File: config.mk
export PLATFORM = sky130hd
export DESIGN_NAME = session_table_with_expiry_top
export DESIGN_NICKNAME = d
export VERILOG_FILES = /design/src/sv/sess_pkg.sv /design/src/sv/session_table_with_expiry_top.sv
export VERILOG_INCLUDE_DIRS = /design/src /design/src/sv
export SDC_FILE = /design/constraint.sdc
export NUM_CORES = 2
export LEC_CHECK = 0
export BUFFER_PORTS_ARGS = -buffer_cell sky130_fd_sc_hd__buf_4
export CORE_ASPECT_RATIO = 1.75
export CORE_MARGIN = 8
export CORE_UTILIZATION = 40
export DETAILED_ROUTE_END_ITERATION = 12
export PLACE_DENSITY_LB_ADDON = 0.15
export RECOVER_POWER = 50
export SYNTH_ARGS = -nofsm -noshare
export SYNTH_HDL_FRONTEND = slang
export SYNTH_SLANG_ARGS = --single-unit
File: constraint.sdc
create_clock -name clk -period 10.2 [get_ports clk]
set_input_delay 2.04 -clock clk [delete_from_list [all_inputs] [get_ports clk]]
set_output_delay 2.04 -clock clk [all_outputs]
set_load 0.02 [all_outputs]
File: src/sv/assert_macros.svh
// ----------------------------------------------------------------------------
// Assertion macros
// Concurrent assertion shorthands for the session table RTL.
// ----------------------------------------------------------------------------
`ifndef ASSERT_MACROS_SVH
`define ASSERT_MACROS_SVH

`ifndef ASSERT_OFF
`define SESS_ASSERT(lbl, clk, rst, prop, msg) \
  lbl: assert property (@(posedge clk) disable iff (rst) (prop)) else $error(msg);
`define SESS_ASSERT_NEXT(lbl, clk, rst, ante, cons, msg) \
  lbl: assert property (@(posedge clk) disable iff (rst) (ante) |=> (cons)) else $error(msg);
`else
`define SESS_ASSERT(lbl, clk, rst, prop, msg)
`define SESS_ASSERT_NEXT(lbl, clk, rst, ante, cons, msg)
`endif

`endif

File: src/sv/sess_pkg.sv
// ----------------------------------------------------------------------------
// Session table package
// Command and status codes, entry layout and reset constants.
// ----------------------------------------------------------------------------
`default_nettype none

package sess_pkg;

  localparam logic [1:0] CMD_CREATE   = 2'd0;
  localparam logic [1:0] CMD_VALIDATE = 2'd1;
  localparam logic [1:0] CMD_DESTROY  = 2'd2;
  localparam logic [1:0] CMD_CHECK    = 2'd3;

  localparam logic [1:0] STATUS_OK        = 2'd0;
  localparam logic [1:0] STATUS_NO_FREE   = 2'd1;
  localparam logic [1:0] STATUS_EXPIRED   = 2'd2;
  localparam logic [1:0] STATUS_NOT_FOUND = 2'd3;

  localparam logic [31:0] LIFETIME_RESET = 32'd3600;

  typedef struct packed {
    logic [31:0] sess_id;
    logic [2:0]  level;
    logic [31:0] created;
    logic [31:0] expires;
    logic [63:0] client_tag;
  } entry_t;

endpackage

`default_nettype wire

File: src/sv/session_table_with_expiry_top.sv
// Create: writes the lowest free slot; with none free and a nonzero client tag,
//   two free scans and one eviction pass that frees slots with that tag.
// Validate, check: find the matching slot, then test expiry; destroy frees the
//   matching slot. A full scan without a match reports not found.
// One item at a time; next input beat taken the cycle after the result beat.
// Reset (rst, synchronous): all slots inactive, lifetime 3600; no clearing pass.
// ----------------------------------------------------------------------------
// Session table with expiry
// Fixed slot table with create, validate, destroy and check permission,
// scanned one slot per cycle under a small sequencer.
// ----------------------------------------------------------------------------
`default_nettype none
`include "assert_macros.svh"

module session_table_with_expiry_top
  import sess_pkg::*;
#(
  parameter int SLOT_COUNT = 8
) (
  input  wire logic        clk,
  input  wire logic        rst,
  input  wire logic        in_valid,
  output logic             in_ready,
  input  wire logic [1:0]  cmd,
  input  wire logic [31:0] sess_id,
  input  wire logic [63:0] client_tag,
  input  wire logic [2:0]  grant_level,
  input  wire logic [2:0]  required_level,
  input  wire logic [31:0] now_seconds,
  output logic             out_valid,
  input  wire logic        out_ready,
  output logic [1:0]       status,
  output logic             granted,
  output logic [31:0]      entry_session_id,
  output logic [2:0]       entry_level,
  output logic [31:0]      entry_created,
  output logic [31:0]      entry_expires,
  output logic [63:0]      entry_client_tag,
  input  wire logic        cfg_wr_en,
  input  wire logic [31:0] cfg_wr_data
);

  localparam int IW = (SLOT_COUNT > 1) ? $clog2(SLOT_COUNT) : 1;
  localparam int CW = $clog2(SLOT_COUNT + 1);
  localparam logic [CW-1:0] CNT_END  = CW'(SLOT_COUNT);
  localparam logic [CW-1:0] CNT_LAST = CW'(SLOT_COUNT - 1);
  localparam logic [IW-1:0] IDX_LAST = IW'(SLOT_COUNT - 1);

  localparam logic [2:0] S_IDLE   = 3'd0;
  localparam logic [2:0] S_FREE   = 3'd1;
  localparam logic [2:0] S_EVICT  = 3'd2;
  localparam logic [2:0] S_MATCH  = 3'd3;
  localparam logic [2:0] S_EXPIRE = 3'd4;
  localparam logic [2:0] S_WRITE  = 3'd5;
  localparam logic [2:0] S_OUT    = 3'd6;

  logic [2:0]            state;
  logic [2:0]            state_next;
  logic [CW-1:0]         cnt;
  logic [IW-1:0]         rd_idx;
  logic                  rd_vld;
  logic                  evicted;
  logic [IW-1:0]         slot_sel;
  logic [SLOT_COUNT-1:0] active;
  logic [31:0]           lifetime;

  logic [1:0]  cmd_q;
  logic [31:0] sid_q;
  logic [63:0] tag_q;
  logic [2:0]  grant_q;
  logic [2:0]  req_q;
  logic [31:0] now_q;
  entry_t      ent_q;

  entry_t mem [SLOT_COUNT];
  entry_t rd_data;
  entry_t wr_data;

  logic in_beat;
  logic out_beat;
  logic issue;
  logic free_hit;
  logic match_hit;
  logic is_expired;

  assign in_ready   = (state == S_IDLE);
  assign out_valid  = (state == S_OUT);
  assign in_beat    = in_valid && in_ready;
  assign out_beat   = out_valid && out_ready;
  assign issue      = ((state == S_EVICT) || (state == S_MATCH)) && (cnt < CNT_END);
  assign free_hit   = !active[cnt[IW-1:0]];
  assign match_hit  = rd_vld && active[rd_idx] && (rd_data.sess_id == sid_q);
  assign is_expired = now_q > ent_q.expires;

  assign wr_data = {sid_q, grant_q, now_q, now_q + lifetime, tag_q};

  always_comb begin
    state_next = state;
    case (state)
      S_IDLE: begin
        if (in_beat) begin
          state_next = (cmd == CMD_CREATE) ? S_FREE : S_MATCH;
        end
      end
      S_FREE: begin
        if (free_hit) begin
          state_next = S_WRITE;
        end else if (cnt == CNT_LAST) begin
          state_next = (!evicted && (tag_q != 64'd0)) ? S_EVICT : S_OUT;
        end
      end
      S_EVICT: begin
        if (rd_vld && (rd_idx == IDX_LAST)) begin
          state_next = S_FREE;
        end
      end
      S_MATCH: begin
        if (match_hit) begin
          state_next = (cmd_q == CMD_DESTROY) ? S_OUT : S_EXPIRE;
        end else if (rd_vld && (rd_idx == IDX_LAST)) begin
          state_next = S_OUT;
        end
      end
      S_EXPIRE: state_next = S_OUT;
      S_WRITE:  state_next = S_OUT;
      S_OUT: begin
        if (out_ready) begin
          state_next = S_IDLE;
        end
      end
      default: state_next = S_IDLE;
    endcase
  end

  // control
  always_ff @(posedge clk) begin
    if (rst) begin
      state    <= S_IDLE;
      cnt      <= '0;
      rd_vld   <= 1'b0;
      evicted  <= 1'b0;
      active   <= '0;
      lifetime <= LIFETIME_RESET;
    end else begin
      state  <= state_next;
      rd_vld <= issue;
      if (cfg_wr_en) begin
        lifetime <= cfg_wr_data;
      end
      case (state)
        S_IDLE: begin
          cnt     <= '0;
          evicted <= 1'b0;
        end
        S_FREE: begin
          if (!free_hit) begin
            cnt <= (cnt == CNT_LAST) ? '0 : cnt + 1'b1;
          end
        end
        S_EVICT: begin
          if (issue) begin
            cnt <= cnt + 1'b1;
          end
          if (rd_vld && active[rd_idx] && (rd_data.client_tag == tag_q)) begin
            active[rd_idx] <= 1'b0;
          end
          if (rd_vld && (rd_idx == IDX_LAST)) begin
            cnt     <= '0;
            evicted <= 1'b1;
          end
        end
        S_MATCH: begin
          if (issue) begin
            cnt <= cnt + 1'b1;
          end
          if (match_hit && (cmd_q == CMD_DESTROY)) begin
            active[rd_idx] <= 1'b0;
          end
        end
        S_EXPIRE: begin
          if (is_expired) begin
            active[slot_sel] <= 1'b0;
          end
        end
        S_WRITE: active[slot_sel] <= 1'b1;
        default: ;
      endcase
    end
  end

  // slot memory
  always_ff @(posedge clk) begin
    rd_data <= mem[cnt[IW-1:0]];
    rd_idx  <= cnt[IW-1:0];
    if (state == S_WRITE) begin
      mem[slot_sel] <= wr_data;
    end
  end

  // payload
  always_ff @(posedge clk) begin
    if (in_beat) begin
      cmd_q   <= cmd;
      sid_q   <= sess_id;
      tag_q   <= client_tag;
      grant_q <= grant_level;
      req_q   <= required_level;
      now_q   <= now_seconds;
    end
    case (state)
      S_FREE: begin
        slot_sel <= cnt[IW-1:0];
        if (!free_hit && (cnt == CNT_LAST) && (evicted || (tag_q == 64'd0))) begin
          status           <= STATUS_NO_FREE;
          granted          <= 1'b0;
          entry_session_id <= '0;
          entry_level      <= '0;
          entry_created    <= '0;
          entry_expires    <= '0;
          entry_client_tag <= '0;
        end
      end
      S_MATCH: begin
        slot_sel <= rd_idx;
        ent_q    <= rd_data;
        if (match_hit || (rd_vld && (rd_idx == IDX_LAST))) begin
          status           <= match_hit ? STATUS_OK : STATUS_NOT_FOUND;
          granted          <= 1'b0;
          entry_session_id <= '0;
          entry_level      <= '0;
          entry_created    <= '0;
          entry_expires    <= '0;
          entry_client_tag <= '0;
        end
      end
      S_EXPIRE: begin
        if (is_expired) begin
          status <= STATUS_EXPIRED;
        end else begin
          status           <= STATUS_OK;
          granted          <= (cmd_q == CMD_CHECK) && (ent_q.level >= req_q);
          entry_session_id <= ent_q.sess_id;
          entry_level      <= ent_q.level;
          entry_created    <= ent_q.created;
          entry_expires    <= ent_q.expires;
          entry_client_tag <= ent_q.client_tag;
        end
      end
      S_WRITE: begin
        status           <= STATUS_OK;
        granted          <= 1'b0;
        entry_session_id <= wr_data.sess_id;
        entry_level      <= wr_data.level;
        entry_created    <= wr_data.created;
        entry_expires    <= wr_data.expires;
        entry_client_tag <= wr_data.client_tag;
      end
      default: ;
    endcase
  end

  `SESS_ASSERT(a_no_overlap, clk, rst, !(in_ready && out_valid), "input taken while result pending")
  `SESS_ASSERT_NEXT(a_busy_after_in, clk, rst, in_beat, !in_ready, "ready held after input beat")
  `SESS_ASSERT_NEXT(a_idle_after_out, clk, rst, out_beat, in_ready, "not idle after result beat")
  `SESS_ASSERT(a_fail_zero, clk, rst,
    !(out_valid && (status != STATUS_OK)) ||
    (!granted && (entry_session_id == 32'd0) && (entry_client_tag == 64'd0)),
    "failed result carries entry data")
  `SESS_ASSERT(a_grant_ok, clk, rst, !(out_valid && granted) || (status == STATUS_OK),
    "granted without ok status")

endmodule

`default_nettype wire
Yosys cells after proc, flatten, opt, wreduce, memory -nomap -nowiden
Memories as Yosys holds them, arrays and structs flattened. A register that Yosys moved wholly into a read port is not among the register bits.
Cells that the tools add are included.
{"block": "totals", "output_inout_bits": 168, "ff_bits": 520, "elab_cells": 157, "ram_bits": 1304, "n_memories": 1}
{"memory": "mem", "words": 8, "word_bits": 163, "read_ports": 1, "rd_clocked_by_memory_dff": 1, "write_ports": 1, "line_no": "session_table_with_expiry_top.sv:75", "source": "entry_t mem [SLOT_COUNT];"}
{"block": "op_classes", "reduce_logical": 33, "magnitude_cmp": 8, "bitwise": 5, "n_addsub": 2, "muxes": 58, "n_eq_ne": 24}
{"cell": "one-hot mux 32 bit (4 select lines)", "n": 3}
{"cell": "one-hot mux 64 bit (4 select lines)", "n": 1}
{"cell": "two-way mux 64 bit", "n": 3}
{"cell": "two-way mux 32 bit", "n": 5}
{"cell": "== test 64 bit", "n": 1}
{"cell": "logical NOT 64 bit", "n": 1}
{"cell": "nonzero test 64 bit", "n": 1}
{"cell": "two-way mux 3 bit", "n": 11}
{"cell": "adder 32 bit", "n": 1}
{"cell": "== test 32 bit", "n": 1}
{"cell": "> comparator 32 bit", "n": 1}
{"cell": "one-hot mux 8 bit (4 select lines)", "n": 1}
{"cell": "two-way mux 8 bit", "n": 3}
{"cell": "one-hot mux 3 bit (6 select lines)", "n": 1}
{"cell": "AND 8 bit", "n": 2}
{"cell": "two-way mux 4 bit", "n": 4}
{"cell": "NOT 8 bit", "n": 2}
{"cell": "one-hot mux 4 bit (4 select lines)", "n": 1}
{"cell": "logical AND 1 bit", "n": 13}
{"cell": "== test 3 bit (second input constant)", "n": 4}
{"cell": "< comparator 3 x 4 -> 1 bit (second input constant)", "n": 3}
{"cell": "two-way mux 2 bit", "n": 6}
{"cell": "!= test 2 x 1 -> 1 bit (second input constant)", "n": 6}
{"cell": "one-hot mux 3 bit (4 select lines)", "n": 1}
{"cell": "other kinds (30)", "n": 54}

Logic depth before layout (Yosys ltp)
{"block": "depth", "word_depth": 8, "ltp_mapped": 10}

Worst setup path after synthesis
No wires, ideal clock.
{"block": "synth_path", "path_kind": "register to register", "from": "reg state[1]", "to": "mem mem[5][0] in the netlist's numbering, enable pin", "setup_time_ps": 688, "path_buffers": 3, "arrival_time_ps": 8304, "setup_slack_ps": 1208, "path_stages_with_launch": 8, "period_less_slack_ps": 8992, "path_cell_list": "dfxtp_1 inv_1 and3_2 buf_6 clkbuf_1 buf_1 nand2_1 nor2_1"}
{"block": "synth_between", "elab_chain_cells": 3}
{"element": "start: declaration", "line_no": "session_table_with_expiry_top.sv:57", "source": "logic [2:0] state;"}
{"element": "start signal: assignment", "line_no": "session_table_with_expiry_top.sv:145", "source": "state <= state_next;"}
{"element": "== test 3 bit", "line_no": "session_table_with_expiry_top.sv:195", "source": "if (state == S_WRITE) begin"}
{"element": "two-way mux 1 bit", "line_no": "session_table_with_expiry_top.sv:195"}
{"element": "two-way mux 1 bit (not written as such)", "line_no": "session_table_with_expiry_top.sv:196", "source": "mem[slot_sel] <= wr_data;"}
{"element": "end: declaration", "line_no": "session_table_with_expiry_top.sv:75"}
No other way between the ends.

Worst setup path in the final report
{"block": "layout_path", "from": "reg state[1]", "to": "reg entry_expires[30], data pin"}
{"block": "layout_between", "elab_chain_cells": 2, "elab_cells_between_ends": 5, "cone_classes": "eq/ne (4); mux (1)"}
{"element": "== test 3 bit (tied with other cells)", "line_no": "session_table_with_expiry_top.sv:210", "source": "case (state)"}
{"element": "one-hot mux 32 bit (4 select lines) (*)", "line_no": "session_table_with_expiry_top.sv:210"}
{"element": "end signal: assignment", "line_no": "session_table_with_expiry_top.sv:245", "source": "entry_expires <= ent_q.expires;"}
{"element": "end signal: assignment", "line_no": "session_table_with_expiry_top.sv:255", "source": "entry_expires <= wr_data.expires;"}
{"element": "end: declaration", "line_no": "session_table_with_expiry_top.sv:37", "source": "output logic [31:0] entry_expires,"}
Mark *: on every way between the ends. The rest lies on a longest branch, timed or not.
A chain may end at the register's enable or synchronous reset.

==> results.toml <==
[worst_setup_path]
endpoint_kind = "register"
cpPeakStageDelay_ns = 2.63
cp_data_arrival_time_ns = 7.71
path_cells = "inv_1, and3_1, clkbuf_1, buf_4, nand2_1, o31ai_1"
slowest_stage = "clkbuf_1"
path_max_fanout = 48
worstPathRequired_ns = 10.74
worst-setup-path-type = "register to register"
cp-start-kind = "register"

[clocking]
insertion_delay_ns = 0.84
max-clock-path-buffers = 4
clock-sinks = 1987
cts_setup_buffers = 0
root_buffer = "clkbuf_16"
cts_buffers = 188
postCtsResizedCells = 0
cts_max_level = 4
hold_buffers = 0
cts_tree = "built"
clk_pin_slew_ns = 0.07

[cells_and_area]
finalNetCount = 4352
final_cell_area_sq_um = 85500
areaGrowthSynthToFinish_pct = 15.0
instances_no_fill = 6692
nFillCells = 15700
post_route_cells_drive_above_1_share_pct = 25.2

[floorplan]
coreArea_sq_um = 185000
die_x_um = 342
die_h_um = 586
num_rows = 209
die_area_sq_um = 200000
initial_utilization_pct = 40.2
boundaryPins = 341

[power_and_ir_drop]
clkPwrFrac_pct = 33.7
p_sw_w = 0.00561
pwr_density_cell_nw_per_um2 = 242
pwr-share-comb_pct = 15.0
switching_share_pct = 27.1
leakage_nw = 27.2
peakVddDrop_v = 0.000151
pwr-share-seq_pct = 51.2
p_int_w = 0.0151

[synthesis]
synth_xor_area_share_pct = 1.44
synth.area.top_cells = "edfxtp_1 (72%), mux4_2 (10%), dfxtp_1 (5.8%)"
netlist_area_sq_um = 74300
synth_compound_area_share_pct = 3.27
synth_top_family_by_area = "multiplexers"
synth_top_area_share_pct = 71.6
syn_avg_cell_area_sq_um = 20.1
syn_nets = 3933
synth_most_common_cell = "edfxtp_1"
synthSimpleGateAreaFrac_pct = 2.58
synth_edf_count = 1772
synth_common_cells = "edfxtp_1 (1772), mux4_2 (329), nor2_1 (217)"
yosys_warnings = 0
synth-seq-cells = 1987
yosysTopAreaCell = "edfxtp_1"
syn_inst = 3689
ys.flop_type = "edfxtp_1"
ys_seq_area_share_pct = 77.4
synth_mux_area_share_pct = 12.9
synthArstFlopShare_pct = 0
synth_cell_types = 70
synthAdderAreaFrac_pct = 1.21

[drt]
avgViaCountPerCell = 5.53
ant_nets = 0
wl_um = 206000
remaining_drc_errors = 0
drt_iter0_markers = 3087
dr.pass1.iters = 5
num_vias = 37000
wl_per_cell_um = 30.7

[global_route]
grt_usage_pct = 20.2
grt_pass1_vias = 38900
antenna_found_initial = 15
grt_max_degree = 124
grt-ovfl-total = 0
grt_pass1_wl_um = 293000

[sta]
fin_crit_ns = 7.17
setup_viol = 0
final-hold-violation-count = 0
rsz0062_at_grt = "false"
maxSlewViolCount = 879
fmax_ghz = 0.140
worstMarginPinSlew_ns = 4.75
fin_crit_sh_pct = 70.3
maxSlewHeadroom_pct = -216
finalSetupTns_ns = 0
fin_skew_ns = 0.0464

[placed_design]
dp_cells = 6344
place_hpwl_um = 123000
finalWeightedCongestion = 0.817
dpl_cell_area_sq_um = 79900
port_buffers = 340

[flow_run]
maxCapViolations = 22

[outcome]
violations = "max-capacitance violations, max-slew violations"
outcome = "finished, violations left"

[hold_path]
hp-class = "register to register"
==> path summary, 6_finish.rpt <==
path	start	endpoint	slack [ns]	cells after the start
setup reg to reg	state[1]$_SDFFE_PP0P_	entry_expires[30]$_DFFE_PP_	3.03	6
hold reg to reg	rd_data[111]$_DFF_P_	ent_q[111]$_DFFE_PN_	0.39	0
hold / removal	rd_data[111]$_DFF_P_	ent_q[111]$_DFFE_PN_	0.39	0
setup / recovery	state[1]$_SDFFE_PP0P_	entry_expires[30]$_DFFE_PP_	3.03	6
==> per-layer routing <==
| layer | vias up | track usage, % | wire [um] |
|---|---|---|---|
| li1 | 15800 | - | - |
| met1 | 19900 | 26.2 | 84400 |
| met2 | 1108 | 35.9 | 106000 |
| met3 | 258 | 2.83 | 10500 |
| met4 | 4 | 4.53 | 4440 |
| met5 | - | 0 | 33 |
==> power by group through the flow <==
stage	sequential [W]	combinational [W]	clock, W
finish	0.0106	0.00311	0.00698
global route	0.0107	0.00335	0.00741
CTS	0.0106	0.00321	0.00712
detailed placement	0.0107	0.00319	0
global placement	0.0107	0.00319	0
floorplan	0.0107	0.00172	0
==> state kept, by name, indices dropped and copies added, names as in the netlist, 64 cells and up <==
signal and count:
entry_client_tag 64, rd_data 163, ent_q 163, tag_q 64, mem 1304
==> kinds of logic after synthesis <==
logic type	after synthesis
adders and majority gates	71
and+or+nand+nor	415
buffers and inverters	217
DFF	1987
xor gates and xnor gates	122
AOI/OAI and AO/OA	348
muxes	529
==> stage by stage <==
step	setup WS, ns	power (W)	utilization, %	hold WS [ns]
5_1_grt	2.69	0.0214	46.2	0.402
6_report	3.03	0.0207	46.2	0.395
3_3_place_gp	4.62	0.0139	43.2	0.388
4_1_cts	4.46	0.0209	46.5	0.387
2_1_floorplan	1.21	0.0125	-	0.329
3_5_place_dp	4.51	0.0139	43.2	0.389
==> area by class of cell <==
class	count	area [sq um]	share of cell area (%)
Antenna cell	9	22.5	0.0264
Sequential cell	1987	57500	67.3
Clock inverter	79	777	0.909
Multi-Input combinational cell	1485	15900	18.7
Clock buffer	260	5260	6.15
Tap cell	2426	3040	3.55
Inverter	49	193	0.225
Timing Repair Buffer	397	2710	3.17
==> layout by cell type, fill, tap and decap left out, types with 7 or more instances in the layout <==
master / instances
nor2_1: 217
nor2b_1: 10
buf_12: 8
edfxtp_1: 1772
and3_1: 10
a31oi_1: 9
nand2_1: 59
a32oi_1: 9
mux4_2: 329
nand4_1: 23
clkbuf_1: 146
mux2i_1: 36
clkinv_1: 23
clkinv_2: 28
ha_1: 70
buf_4: 238
bufinv_16: 14
clkbuf_16: 192
nand3_1: 13
a21o_1: 20
a22o_1: 10
o31ai_1: 8
dfxtp_1: 214
xor2_1: 77
nor4_1: 36
xnor2_1: 45
mux2_2: 160
inv_1: 46
o21a_1: 7
clkbuf_4: 51
clkbuf_8: 20
nor3_1: 11
a21oi_1: 59
o21ai_0: 37
a22oi_1: 145
nand2b_1: 8
diode_2: 9
==> critical path, delay by kind of cell (launching register included) <==
family / cells / cell delay, ns
buffers and inverters: 3 / 3.75
AND/OR/NAND/NOR: 2 / 1.82
AO/OA/AOI/OAI: 1 / 0.59
flip-flops: 1 / 0.50
No activity file was read; power rests on OpenSTA's default activity.
